### config.mk
export PLATFORM = sky130hd
export DESIGN_NAME = fire_alarm_level_controller
export DESIGN_NICKNAME = d
export VERILOG_FILES = /design/src/design/fal_pkg.sv /design/src/design/fire_alarm_level_controller.sv
export SDC_FILE = /design/constraint.sdc
export NUM_CORES = 1
export LEC_CHECK = 0
export ABC_AREA = 1
export BUFFER_PORTS_ARGS = -buffer_cell sky130_fd_sc_hd__buf_2
export CAP_MARGIN = 20
export CORE_ASPECT_RATIO = 0.5
export CORE_UTILIZATION = 56
export DETAILED_ROUTE_END_ITERATION = 10
export GPL_TIMING_DRIVEN = 0
export PLACE_DENSITY = 0.81
export SLEW_MARGIN = 20
export SYNTH_ARGS = -nofsm -noshare
export SYNTH_HDL_FRONTEND = slang
export SYNTH_SLANG_ARGS = --single-unit
### constraint.sdc
create_clock -name clk -period 5.6 [get_ports clk]
set_input_delay 1.12 -clock clk [delete_from_list [all_inputs] [get_ports clk]]
set_output_delay 1.12 -clock clk [all_outputs]
set_load 0.05 [all_outputs]
### src/design/fal_pkg.sv
// types and constants of the fire alarm level controller
`default_nettype none

package fal_pkg;

	localparam int TEMP_W  = 12;
	localparam int LEVEL_W = 3;

	typedef logic signed [TEMP_W-1:0] temp_t;
	typedef logic [LEVEL_W-1:0] level_t;

	// alarm levels
	localparam level_t LEVEL_IDLE = 3'd0;
	localparam level_t LEVEL_WARN = 3'd2;
	localparam level_t LEVEL_FIRE = 3'd4;

	// register indexes
	typedef logic [0:0] reg_idx_t;
	localparam reg_idx_t REG_THRESHOLD  = 1'b0;
	localparam reg_idx_t REG_FAULT_TEMP = 1'b1;

	// register reset values, 0.1 degree units
	localparam temp_t THRESHOLD_RESET  = 12'sd800;
	localparam temp_t FAULT_TEMP_RESET = 12'sd300;

	typedef enum logic [2:0] {
		ST_IDLE,
		ST_SUM,
		ST_ABS,
		ST_DIV,
		ST_NEG,
		ST_DONE
	} state_t;

	typedef struct packed {
		temp_t temp_one;
		temp_t temp_two;
		logic  smoke_detected;
		logic  therm_fault;
		logic  smoke_offline;
		logic  supply_fault;
		logic  press_fault;
		logic  ext_alarm_active;
		logic  mute_pressed;
	} item_t;

	typedef struct packed {
		level_t alarm_level;
		temp_t  avg_temp;
		logic   level2_out;
		logic   alarm_out;
		logic   beeper_on;
		logic   valve_trigger;
		logic   fault_out;
	} result_t;

endpackage

`default_nettype wire

### src/design/fire_alarm_level_controller.sv
// fire alarm level controller: windowed temperature mean and alarm level logic
//
// Each transfer on the item channel is one sensor tick and yields exactly one
// transfer on the result channel. The hotter of the two temperatures (or the
// fault substitute temperature during a thermistor or smoke sensor fault) is
// written into a ring of WINDOW samples; the mean over the samples written so
// far is then built by one shared adder under a small sequencer: it takes the
// item, adds up the stored samples one by one (up to WINDOW), forms the
// magnitude, runs SUM_W steps of restoring division (one quotient bit each),
// restores the sign and then settles the level and loads the output register;
// SUM_W = 12 + clog2(WINDOW+1) is the width of the sum and the quotient.
// item_stall is high while an item is worked on; a finished result waits in
// the output register, so the next item may be taken while the previous
// result is still stalled. The heat test compares the sum against threshold
// times count, so truncating the mean never changes the level. Configuration
// writes are taken at any time but belong in idle periods. The sample ring
// has no reset; only written entries are read.
`default_nettype none

module fire_alarm_level_controller #(
	parameter int WINDOW = 10
) (
	input  wire logic            clk,
	input  wire logic            arst_n,
	// configuration write port
	input  wire logic            cfg_we,
	input  wire logic            cfg_index,
	input  wire fal_pkg::temp_t  cfg_wdata,
	// item channel
	input  wire logic            item_valid,
	output logic                 item_stall,
	input  wire fal_pkg::item_t  item,
	// result channel
	output logic                 result_valid,
	input  wire logic            result_stall,
	output fal_pkg::result_t     result
);

	localparam int CNT_W  = $clog2(WINDOW + 1);
	localparam int IDX_W  = (WINDOW > 1) ? $clog2(WINDOW) : 1;
	localparam int SUM_W  = fal_pkg::TEMP_W + CNT_W;
	localparam int STEP_W = $clog2(SUM_W + 1);
	localparam int PROD_W = SUM_W + 1;

	// configuration registers
	fal_pkg::temp_t thr_q;
	fal_pkg::temp_t sub_temp_q;

	// sequencer and control state
	fal_pkg::state_t state_q, state_d;
	logic [IDX_W-1:0] write_pos_q;
	logic [CNT_W-1:0] fill_q;
	fal_pkg::level_t  prev_level_q;
	logic             mute_q;
	logic             level2_q;
	logic             alarm_q;
	logic             beeper_q;
	logic             result_valid_q;

	// working registers
	fal_pkg::temp_t   ring_q [WINDOW];
	logic [SUM_W-1:0] acc_q;
	logic [SUM_W-1:0] quot_q;
	logic [CNT_W-1:0] rem_q;
	logic [CNT_W-1:0] idx_q;
	logic [STEP_W-1:0] step_q;
	logic             smoke_q;
	logic             ext_q;
	logic             mute_press_q;
	logic             fault_q;
	fal_pkg::result_t result_q;

	// combinational signals
	logic             item_xfer;
	logic             load_result;
	fal_pkg::temp_t   t1_eff;
	fal_pkg::temp_t   t2_eff;
	fal_pkg::temp_t   sample;
	fal_pkg::temp_t   ring_rd;
	logic [CNT_W-1:0] idx_inc;
	logic [CNT_W:0]   rem_sh;
	logic [SUM_W-1:0] alu_a;
	logic [SUM_W-1:0] alu_b;
	logic             alu_cin;
	logic [SUM_W-1:0] alu_y;
	logic             trial_neg;
	logic signed [PROD_W-1:0] thr_ext;
	logic signed [PROD_W-1:0] cnt_ext;
	logic signed [PROD_W-1:0] thr_scaled;
	logic signed [PROD_W-1:0] sum_ext;
	logic             heat;
	fal_pkg::level_t  level;
	logic             mute_next;
	logic             level2_next;
	logic             alarm_next;
	logic             beeper_next;

	// handshakes: one item in flight, result parked in the output register
	assign item_stall   = (state_q != fal_pkg::ST_IDLE);
	assign item_xfer    = item_valid && !item_stall;
	assign result_valid = result_valid_q;
	assign result       = result_q;

	// fault substitution and hotter sample
	always_comb begin
		if (item.therm_fault || item.smoke_offline) begin
			t1_eff = sub_temp_q;
			t2_eff = sub_temp_q;
		end else begin
			t1_eff = item.temp_one;
			t2_eff = item.temp_two;
		end
		sample = (t1_eff > t2_eff) ? t1_eff : t2_eff;
	end

	assign ring_rd = ring_q[idx_q[IDX_W-1:0]];
	assign idx_inc = idx_q + CNT_W'(1);
	assign rem_sh  = {rem_q, quot_q[SUM_W-1]};

	// shared adder: sum, magnitude, trial subtract and sign restore
	assign alu_y     = alu_a + alu_b + {{(SUM_W-1){1'b0}}, alu_cin};
	assign trial_neg = alu_y[SUM_W-1];

	// next state
	always_comb begin
		state_d = state_q;
		unique case (state_q)
			fal_pkg::ST_IDLE: begin
				if (item_xfer) state_d = fal_pkg::ST_SUM;
			end
			fal_pkg::ST_SUM: begin
				if (idx_inc == fill_q) state_d = fal_pkg::ST_ABS;
			end
			fal_pkg::ST_ABS: state_d = fal_pkg::ST_DIV;
			fal_pkg::ST_DIV: begin
				if (step_q == STEP_W'(SUM_W - 1)) state_d = fal_pkg::ST_NEG;
			end
			fal_pkg::ST_NEG: state_d = fal_pkg::ST_DONE;
			fal_pkg::ST_DONE: begin
				if (load_result) state_d = fal_pkg::ST_IDLE;
			end
			default: state_d = fal_pkg::ST_IDLE;
		endcase
	end

	// sequencer outputs: adder operands and result load
	always_comb begin
		alu_a       = '0;
		alu_b       = '0;
		alu_cin     = 1'b0;
		load_result = 1'b0;
		unique case (state_q)
			fal_pkg::ST_SUM: begin
				alu_a = acc_q;
				alu_b = {{(SUM_W-fal_pkg::TEMP_W){ring_rd[fal_pkg::TEMP_W-1]}}, ring_rd};
			end
			fal_pkg::ST_ABS: begin
				alu_b   = ~acc_q;
				alu_cin = 1'b1;
			end
			fal_pkg::ST_DIV: begin
				alu_a   = {{(SUM_W-CNT_W-1){1'b0}}, rem_sh};
				alu_b   = ~{{(SUM_W-CNT_W){1'b0}}, fill_q};
				alu_cin = 1'b1;
			end
			fal_pkg::ST_NEG: begin
				alu_b   = ~quot_q;
				alu_cin = 1'b1;
			end
			fal_pkg::ST_DONE: begin
				load_result = !result_valid_q || !result_stall;
			end
			default: begin
				load_result = 1'b0;
			end
		endcase
	end

	// heat test: sum >= threshold * count, exact
	assign thr_ext    = {{(PROD_W-fal_pkg::TEMP_W){thr_q[fal_pkg::TEMP_W-1]}}, thr_q};
	assign cnt_ext    = {{(PROD_W-CNT_W){1'b0}}, fill_q};
	assign thr_scaled = thr_ext * cnt_ext;
	assign sum_ext    = {acc_q[SUM_W-1], acc_q};
	assign heat       = (sum_ext >= thr_scaled);

	// level and output rules
	always_comb begin
		priority if (ext_q)         level = fal_pkg::LEVEL_FIRE;
		else if (heat && smoke_q)   level = fal_pkg::LEVEL_FIRE;
		else if (heat || smoke_q)   level = fal_pkg::LEVEL_WARN;
		else                        level = fal_pkg::LEVEL_IDLE;

		// a press sets mute, rising into level four clears it
		mute_next = mute_press_q ? 1'b1 : mute_q;
		if ((prev_level_q != fal_pkg::LEVEL_FIRE) && (level == fal_pkg::LEVEL_FIRE)) begin
			mute_next = 1'b0;
		end

		level2_next = level2_q;
		alarm_next  = alarm_q;
		beeper_next = beeper_q;
		unique case (level)
			fal_pkg::LEVEL_IDLE: level2_next = 1'b0;
			fal_pkg::LEVEL_WARN: level2_next = 1'b1;
			fal_pkg::LEVEL_FIRE: begin
				level2_next = 1'b1;
				alarm_next  = 1'b1;
				beeper_next = !mute_next;
			end
			default: level2_next = level2_q;
		endcase
	end

	// configuration registers
	always_ff @(posedge clk or negedge arst_n) begin
		if (!arst_n) begin
			thr_q      <= fal_pkg::THRESHOLD_RESET;
			sub_temp_q <= fal_pkg::FAULT_TEMP_RESET;
		end else if (cfg_we) begin
			unique case (cfg_index)
				fal_pkg::REG_THRESHOLD:  thr_q      <= cfg_wdata;
				fal_pkg::REG_FAULT_TEMP: sub_temp_q <= cfg_wdata;
				default:                 thr_q      <= thr_q;
			endcase
		end
	end

	// control state
	always_ff @(posedge clk or negedge arst_n) begin
		if (!arst_n) begin
			state_q        <= fal_pkg::ST_IDLE;
			write_pos_q    <= '0;
			fill_q         <= '0;
			prev_level_q   <= fal_pkg::LEVEL_IDLE;
			mute_q         <= 1'b0;
			level2_q       <= 1'b0;
			alarm_q        <= 1'b0;
			beeper_q       <= 1'b0;
			result_valid_q <= 1'b0;
		end else begin
			state_q <= state_d;
			if (item_xfer) begin
				write_pos_q <= (write_pos_q == IDX_W'(WINDOW - 1)) ? '0
				             : write_pos_q + IDX_W'(1);
				if (fill_q != CNT_W'(WINDOW)) fill_q <= fill_q + CNT_W'(1);
			end
			if (load_result) begin
				prev_level_q <= level;
				mute_q       <= mute_next;
				level2_q     <= level2_next;
				alarm_q      <= alarm_next;
				beeper_q     <= beeper_next;
			end
			if (load_result) begin
				result_valid_q <= 1'b1;
			end else if (!result_stall) begin
				result_valid_q <= 1'b0;
			end
		end
	end

	// sample ring, no reset
	always_ff @(posedge clk) begin
		if (item_xfer) ring_q[write_pos_q] <= sample;
	end

	// working registers
	always_ff @(posedge clk) begin
		unique case (state_q)
			fal_pkg::ST_IDLE: begin
				if (item_xfer) begin
					acc_q        <= '0;
					idx_q        <= '0;
					smoke_q      <= item.smoke_detected && !item.smoke_offline;
					ext_q        <= item.ext_alarm_active;
					mute_press_q <= item.mute_pressed;
					fault_q      <= item.therm_fault || item.smoke_offline
					             || item.supply_fault || item.press_fault;
				end
			end
			fal_pkg::ST_SUM: begin
				acc_q <= alu_y;
				idx_q <= idx_inc;
			end
			fal_pkg::ST_ABS: begin
				quot_q <= acc_q[SUM_W-1] ? alu_y : acc_q;
				rem_q  <= '0;
				step_q <= '0;
			end
			fal_pkg::ST_DIV: begin
				// restoring step: keep the trial difference when it is not negative
				rem_q  <= trial_neg ? rem_sh[CNT_W-1:0] : alu_y[CNT_W-1:0];
				quot_q <= {quot_q[SUM_W-2:0], !trial_neg};
				step_q <= step_q + STEP_W'(1);
			end
			fal_pkg::ST_NEG: begin
				if (acc_q[SUM_W-1]) quot_q <= alu_y;
			end
			fal_pkg::ST_DONE: begin
				if (load_result) begin
					result_q.alarm_level   <= level;
					result_q.avg_temp      <= quot_q[fal_pkg::TEMP_W-1:0];
					result_q.level2_out    <= level2_next;
					result_q.alarm_out     <= alarm_next;
					result_q.beeper_on     <= beeper_next;
					result_q.valve_trigger <= (level == fal_pkg::LEVEL_FIRE);
					result_q.fault_out     <= fault_q;
				end
			end
			default: begin
				acc_q <= acc_q;
			end
		endcase
	end

endmodule

`default_nettype wire

==> results of run 1 <==
==> cell type report <==
type / instances / area [sq um] / area share
Timing Repair Buffer: 98 / 584 / 0.0367
Inverter: 214 / 816 / 0.0512
Multi-Input combinational cell: 961 / 6440 / 0.404
Buffer: 53 / 280 / 0.0176
Sequential cell: 234 / 6790 / 0.426
Clock buffer: 23 / 533 / 0.0335
Clock inverter: 15 / 101 / 0.00636
Tap cell: 307 / 384 / 0.0241
==> synth_stat cells, drive strengths merged, types with 9 or more instances <==
master / n
a21oi: 61
buf: 25
nand3: 63
ha: 83
nor2: 141
nand2: 310
o21ai: 143
inv: 214
o211ai: 17
nor3: 9
edfxtp: 188
clkbuf: 29
dfrtp: 35
fa: 27
o221ai: 27
xnor2: 13
xor2: 26
==> worst paths after layout <==
path / from / end / slack [ns]
worst max register to register: fill_q[3] / beeper_q / -0.28
min in group asynchronous: arst_n / thr_q[4] / 0.74
worst min-delay path: fault_q / result[0] / 0.44
worst min register to register: fault_q / result[0] / 0.44
worst max-delay path: fill_q[3] / beeper_q / -0.28
max in group asynchronous: arst_n / fill_q[2] / 4.17
==> registers in the layout, indices dropped and copies added (netlist names), 2 cells and up, named ones only <==
register and flops:
ring_q 120, result 19, acc_q 16, quot_q 16, sub_temp_q 12, thr_q 12, step_q 5, fill_q 4
idx_q 4, rem_q 4, write_pos_q 4, state_q 3, prev_level_q 2
==> what timing repair did <==
item / 4_1_cts / 5_1_grt
gates resized for setup: 100 / 68
setup endpoints to repair: 12 / 12
pin swaps: 63 / 37
setup buffers: 17 / 5
cloned: 2 / 0
==> per-stage QoR <==
| stage | hold WS, ns | setup TNS, ns |
|---|---|---|
| 5_1_grt | 0.457 | -2.82 |
| 3_3_place_gp | 0.402 | -9.64 |
| 6_report | 0.439 | -1.55 |
| 3_5_place_dp | 0.431 | -11.04 |
| 2_1_floorplan | 0.400 | 0 |
| 4_1_cts | 0.446 | -0.131 |
==> metal layers <==
metal / vias up / GRT usage / routed length, microns
li1: 5160 / - / -
met1: 5415 / 0.376 / 14900
met2: 589 / 0.480 / 17700
met3: 143 / 0.0759 / 3580
met4: 0 / 0.106 / 1470
met5: - / 0 / 0
==> kinds of logic (layout without fill, tap and decap cells) <==
kind of cell / Yosys count / after routing
other: 1 / 1
adder cells (fa/ha/maj): 110 / 110
buffers and inverters: 268 / 403
AND/OR/NAND/NOR: 531 / 531
XOR/XNOR: 39 / 39
AO/OA/AOI/OAI: 280 / 280
flip-flops: 234 / 234
==> worst max-delay path: cells and delay by family, from the launching register on <==
family	cells	cell delay, ns
DFF	1	0.49
adders and majority gates	7	2.18
xor gates and xnor gates	1	0.16
AOI/OAI and AO/OA	9	1.31
buffers and inverters	8	0.87
and+or+nand+nor	7	0.69
==> results.yml, run 1 <==
timing:
  min_period_over_period: 1.05
  min_period_ns: 5.88
  worst_slack_ns: -0.277
  rsz0062_at_grt: "true"
  fmax_mhz: 170
  slew_violations: 0
  setup_violations: 8
  tightest_slew_ns: 0.991
  max_slew_margin: 0.339
  hold_violations: 0
  fin_skew_ns: 0.0191
detailed_routing:
  first_pass_iters: 6
  post_drt_wl_per_cell_microns: 19.7
  ant_nets: 0
  totalWireLength_microns: 37600
  drt_first_iter_violations: 1360
  via_per_inst: 5.94
  num_vias: 11300
  drc: 0
cts:
  clock_latency_ns: 0.53
  cts_tree: "built"
  cts_hold_buf: 0
  cts_made_buffers: 21
  clock-sinks: 234
  path_clk_slew_ns: 0.07
  cts_buffer_depth: 3
  htreeDepth: 1
  cts_root_buffer: "clkbuf_16"
synth:
  synth_area_per_cell_sq_um: 9.34
  synth_flop_cell: "edfxtp_1"
  yosysUniqueCellTypes: 57
  ys_seq_area_frac: 0.497
  synthTopCellsByArea: "edfxtp_1 (41%), nand2_1 (8.2%), ha_1 (7.6%), dfrtp_1 (6.4%), inv_1 (5.6%)"
  synth_top_family_by_area: "simple AND/OR/NAND/NOR gates"
  yosysWarningCount: 0
  yosysTopAreaCell: "edfxtp_1"
  synthXorXnorAreaFrac: 0.0250
  synth_top_cell_area_share: 0.413
  synth_adder_area_share: 0.116
  ys_ff_latch: 234
  synthMuxAreaShare: 0
  synth_edf_count: 188
  synth_cells: 1463
  syn_nets: 1622
  postSynth.asyncResetShare: 0.179
  syn_area_sq_mm: 0.0137
  synth-simple-area-share: 0.163
  synth_compound_area_frac: 0.121
die:
  dieArea_sq_mm: 0.0251
  die_y_microns: 112
  rows: 39
  num_io_pins: 71
  initial_core_util: 0.585
  die_x_microns: 223
  fp.coreArea_sq_mm: 0.0234
final_layout:
  fill_cells: 1650
  layout_common_cells: "nand2_1 (277), edfxtp_1 (188), inv_1 (175)"
  nets: 1742
  layout_commonest_cell: "nand2_1"
  insertedDiodeCount: 0
  drive_above_1_share: 0.203
  area_growth_pct: 16.5
  stdcell_count: 1905
  final_cell_area_sq_mm: 0.0159
  fin_util: 0.681
place:
  place_area_sq_mm: 0.0144
  dp.cells: 1842
  place_ws_ns: -1.19
  hpwl_microns: 25100
  port-buffer-count: 69
  gp_congestion: 0.906
critical_path:
  critPathSlowestCell: "fa_1"
  max_stage_delay_ns: 0.52
  cp.required_ns: 6.01
  cp-end-kind: "flop"
  critPathMaxFanout: 5
  cp-start-kind: "flop"
  crit_arrival_ns: 6.28
  critical_path_class: "flop to flop"
  r2r_cells: 32
global_route:
  antenna_found_initial: 0
  overflow: 0
  grt_use_total: 0.292
  grt_max_degree: 43
  grt_pass1_vias: 11000
  grt_pass1_wl_microns: 57100
flow_run:
  timing.max_cap.violations: 0
hold_path:
  whs_path_depth: 0
  hold_class: "flop to flop"
run_status:
  outcome: "finished with violations"
  violations: "setup timing"
Power of run 1 is left out: the tool's default activity adds up to more than one toggle a clock period on the data nets, which glitch-free logic cannot reach.
==> run 2, diff against run 1 <==
--- a/config.mk
+++ b/config.mk
@@ -5,7 +5,7 @@
 export SDC_FILE = /design/constraint.sdc
 export NUM_CORES = 1
 export LEC_CHECK = 0
-export ABC_AREA = 1
+export ABC_AREA = 0
 export BUFFER_PORTS_ARGS = -buffer_cell sky130_fd_sc_hd__buf_2
 export CAP_MARGIN = 20
 export CORE_ASPECT_RATIO = 0.5
==> run 2 against run 1 <==
Compared with the run above: the flow still finishes with violations (setup timing); non-clock buffer count is 1 higher; first-iteration DRC count is 37% lower; synthesized cell count is 19% lower; via count is 12% lower; global-route usage is 2.1 points lower; sequential cell count stayed put; critical path type unchanged; highest routed layer unchanged.
==> results.yml, run 2 <==
run_status:
  outcome: "finished with violations"
  violations: "setup timing"
synth:
  synth_common_cells: "edfxtp_1 (188), nor2_1 (85), ha_1 (83), nand2_1 (72), inv_1 (71)"
  ys_ff_latch: 234
  syn_area_sq_mm: 0.0139
  synth_edf_count: 188
  yosysMostFrequentCell: "edfxtp_1"
  synth_flop_cell: "edfxtp_1"
  synth_top_cell_area_share: 0.407
  synth_area_per_cell_sq_um: 11.7
  ys_seq_area_frac: 0.490
  yosysTopAreaCell: "edfxtp_1"
  postSynth.asyncResetShare: 0.179
  yosysWarningCount: 0
  syn_nets: 1342
  synthTopCellsByArea: "edfxtp_1 (41%), ha_1 (7.5%), dfrtp_1 (6.3%), fa_1 (3.9%), mux4_1 (2.7%)"
  synth_cells: 1183
  yosysUniqueCellTypes: 73
timing:
  hold_violations: 0
  max_slew_margin: 0.223
  fin_skew_ns: 0.0165
  min_period_ns: 5.86
  min_period_over_period: 1.05
  fmax_mhz: 171
  slew_violations: 0
  worst_slack_ns: -0.257
  tightest_slew_ns: 1.16
  setup_violations: 8
  rsz0062_at_grt: "true"
global_route:
  antenna_found_initial: 0
  overflow: 0
  grt_pass1_wl_microns: 53000
  grt_use_total: 0.271
  grt_pass1_vias: 9684
  grt_max_degree: 43
flow_run:
  timing.max_cap.violations: 0
cts:
  path_clk_slew_ns: 0.07
  cts_root_buffer: "clkbuf_16"
  cts_tree: "built"
  clock-sinks: 234
  htreeDepth: 1
  cts_buffer_depth: 3
  cts_made_buffers: 22
  clock_latency_ns: 0.54
final_layout:
  largest_register: "ring_q"
  layout_common_cells: "edfxtp_1 (188), buf_2 (84), nor2_1 (76)"
  largest_register_ffs: 120
  area_growth_pct: 15.7
  fin_util: 0.665
  drive_above_1_share: 0.216
  insertedDiodeCount: 0
  layout_commonest_cell: "edfxtp_1"
  nets: 1460
die:
  die_y_microns: 113
  die_x_microns: 224
  num_io_pins: 71
  initial_core_util: 0.574
  rows: 40
  fp.coreArea_sq_mm: 0.0241
  dieArea_sq_mm: 0.0254
hold_path:
  worstHoldEndpoint: "result[0]"
  hold_class: "flop to flop"
  whs_path_depth: 0
  worstHoldStart: "fault_q"
critical_path:
  cp-start-kind: "flop"
  cp.required_ns: 6.02
  rr_startpoint: "fill_q[3]"
  r2r-end: "level2_q"
  crit_arrival_ns: 6.27
  cp-end-kind: "flop"
  r2r_cells: 27
  r2r_slack_ns: -0.26
  critPathMaxFanout: 5
  critical_path_class: "flop to flop"
place:
  gp_congestion: 0.914
  port-buffer-count: 69
  hpwl_microns: 24100
detailed_routing:
  num_vias: 9993
  first_pass_iters: 5
  via_per_inst: 6.05
  totalWireLength_microns: 34500
  ant_nets: 0
  drc: 0
  drt_first_iter_violations: 851
  post_drt_wl_per_cell_microns: 20.9
run 2: timing repair:
action / CTS / global route
resized for setup: 49 / 11
buffers inserted: 18 / 1
cloned: 2 / 0
pin swaps: 46 / 15
setup endpoints to repair: 12 / 12
hold buffers: 0 / 0
run 2: layout make-up:
| cell class | instances | area, sq um |
|---|---|---|
| plain buffers | 56 | 279 |
| clock buffers | 31 | 606 |
| clock inverters | 9 | 101 |
| fillers | 1755 | 8090 |
| inverters | 72 | 270 |
| multi-input cells | 819 | 6990 |
| flip-flops and latches | 234 | 6790 |
| well taps | 336 | 420 |
| repair buffers | 96 | 591 |
run 2: worst max-delay path by stage:
stage,start,end,slack [ns]
floorplan,fill_q[3],level2_q,0.0007
detailed placement,fill_q[3],level2_q,-0.55
CTS,fill_q[3],level2_q,-0.24
global route,fill_q[0],level2_q,-0.49
global placement,fill_q[3],level2_q,-0.35
finish,fill_q[3],level2_q,-0.26
run 2: logic make-up after synthesis:
kind of cell / count (synthesis) / synth area share
other cells: 1 / 0.000271
fa+ha+maj: 110 / 0.114
flops: 234 / 0.490
buf+inv: 130 / 0.0386
simple gates: 351 / 0.129
xor+xnor: 41 / 0.0259
compound gates: 236 / 0.118
mux: 80 / 0.0843
run 2: stage by stage:
| step | setup TNS, ns | cell area (sq um) | hold WS (ns) | instances | setup WS, ns |
|---|---|---|---|---|---|
| 2_1_floorplan | 0 | 14000 | 0.400 | 1183 | 0.000743 |
| 3_3_place_gp | -1.58 | 14800 | 0.402 | 1588 | -0.354 |
| 3_5_place_dp | -3.29 | 14900 | 0.410 | 1593 | -0.548 |
| 4_1_cts | -0.877 | 16000 | 0.425 | 1653 | -0.235 |
| 5_1_grt | -3.68 | 16000 | 0.434 | 1653 | -0.490 |
| 6_report | -1.12 | 16000 | 0.421 | 1653 | -0.257 |
run 2: per-layer routing:
metal  part of all wire  GRT usage  wire length (microns)
met5                  0          0                      0
met4              0.021     0.0603                    723
met3              0.071     0.0532                   2460
met2               0.47      0.434                  16100
met1               0.44      0.385                  15200
run 2: worst max-delay path, cell delays in order (launching register included):
cell,delay (ns)
dfrtp_1,0.43
clkbuf_8,0.18
and2_4,0.14
ha_4,0.26
inv_2,0.04
fa_1,0.45
fa_1,0.51
inv_2,0.05
ha_4,0.24
a21o_1,0.18
a21oi_2,0.16
o21a_1,0.22
o211ai_1,0.13
a31o_2,0.29
a21oi_2,0.14
xnor2_1,0.10
ha_1,0.32
inv_2,0.05
a2111oi_4,0.24
nand3b_1,0.20
a41oi_2,0.21
a221o_1,0.14
nor2_1,0.05
ha_2,0.36
nand2b_4,0.07
ha_4,0.27
o21ai_2,0.05
mux2_2,0.26
Power of run 2 is left out for the same reason.
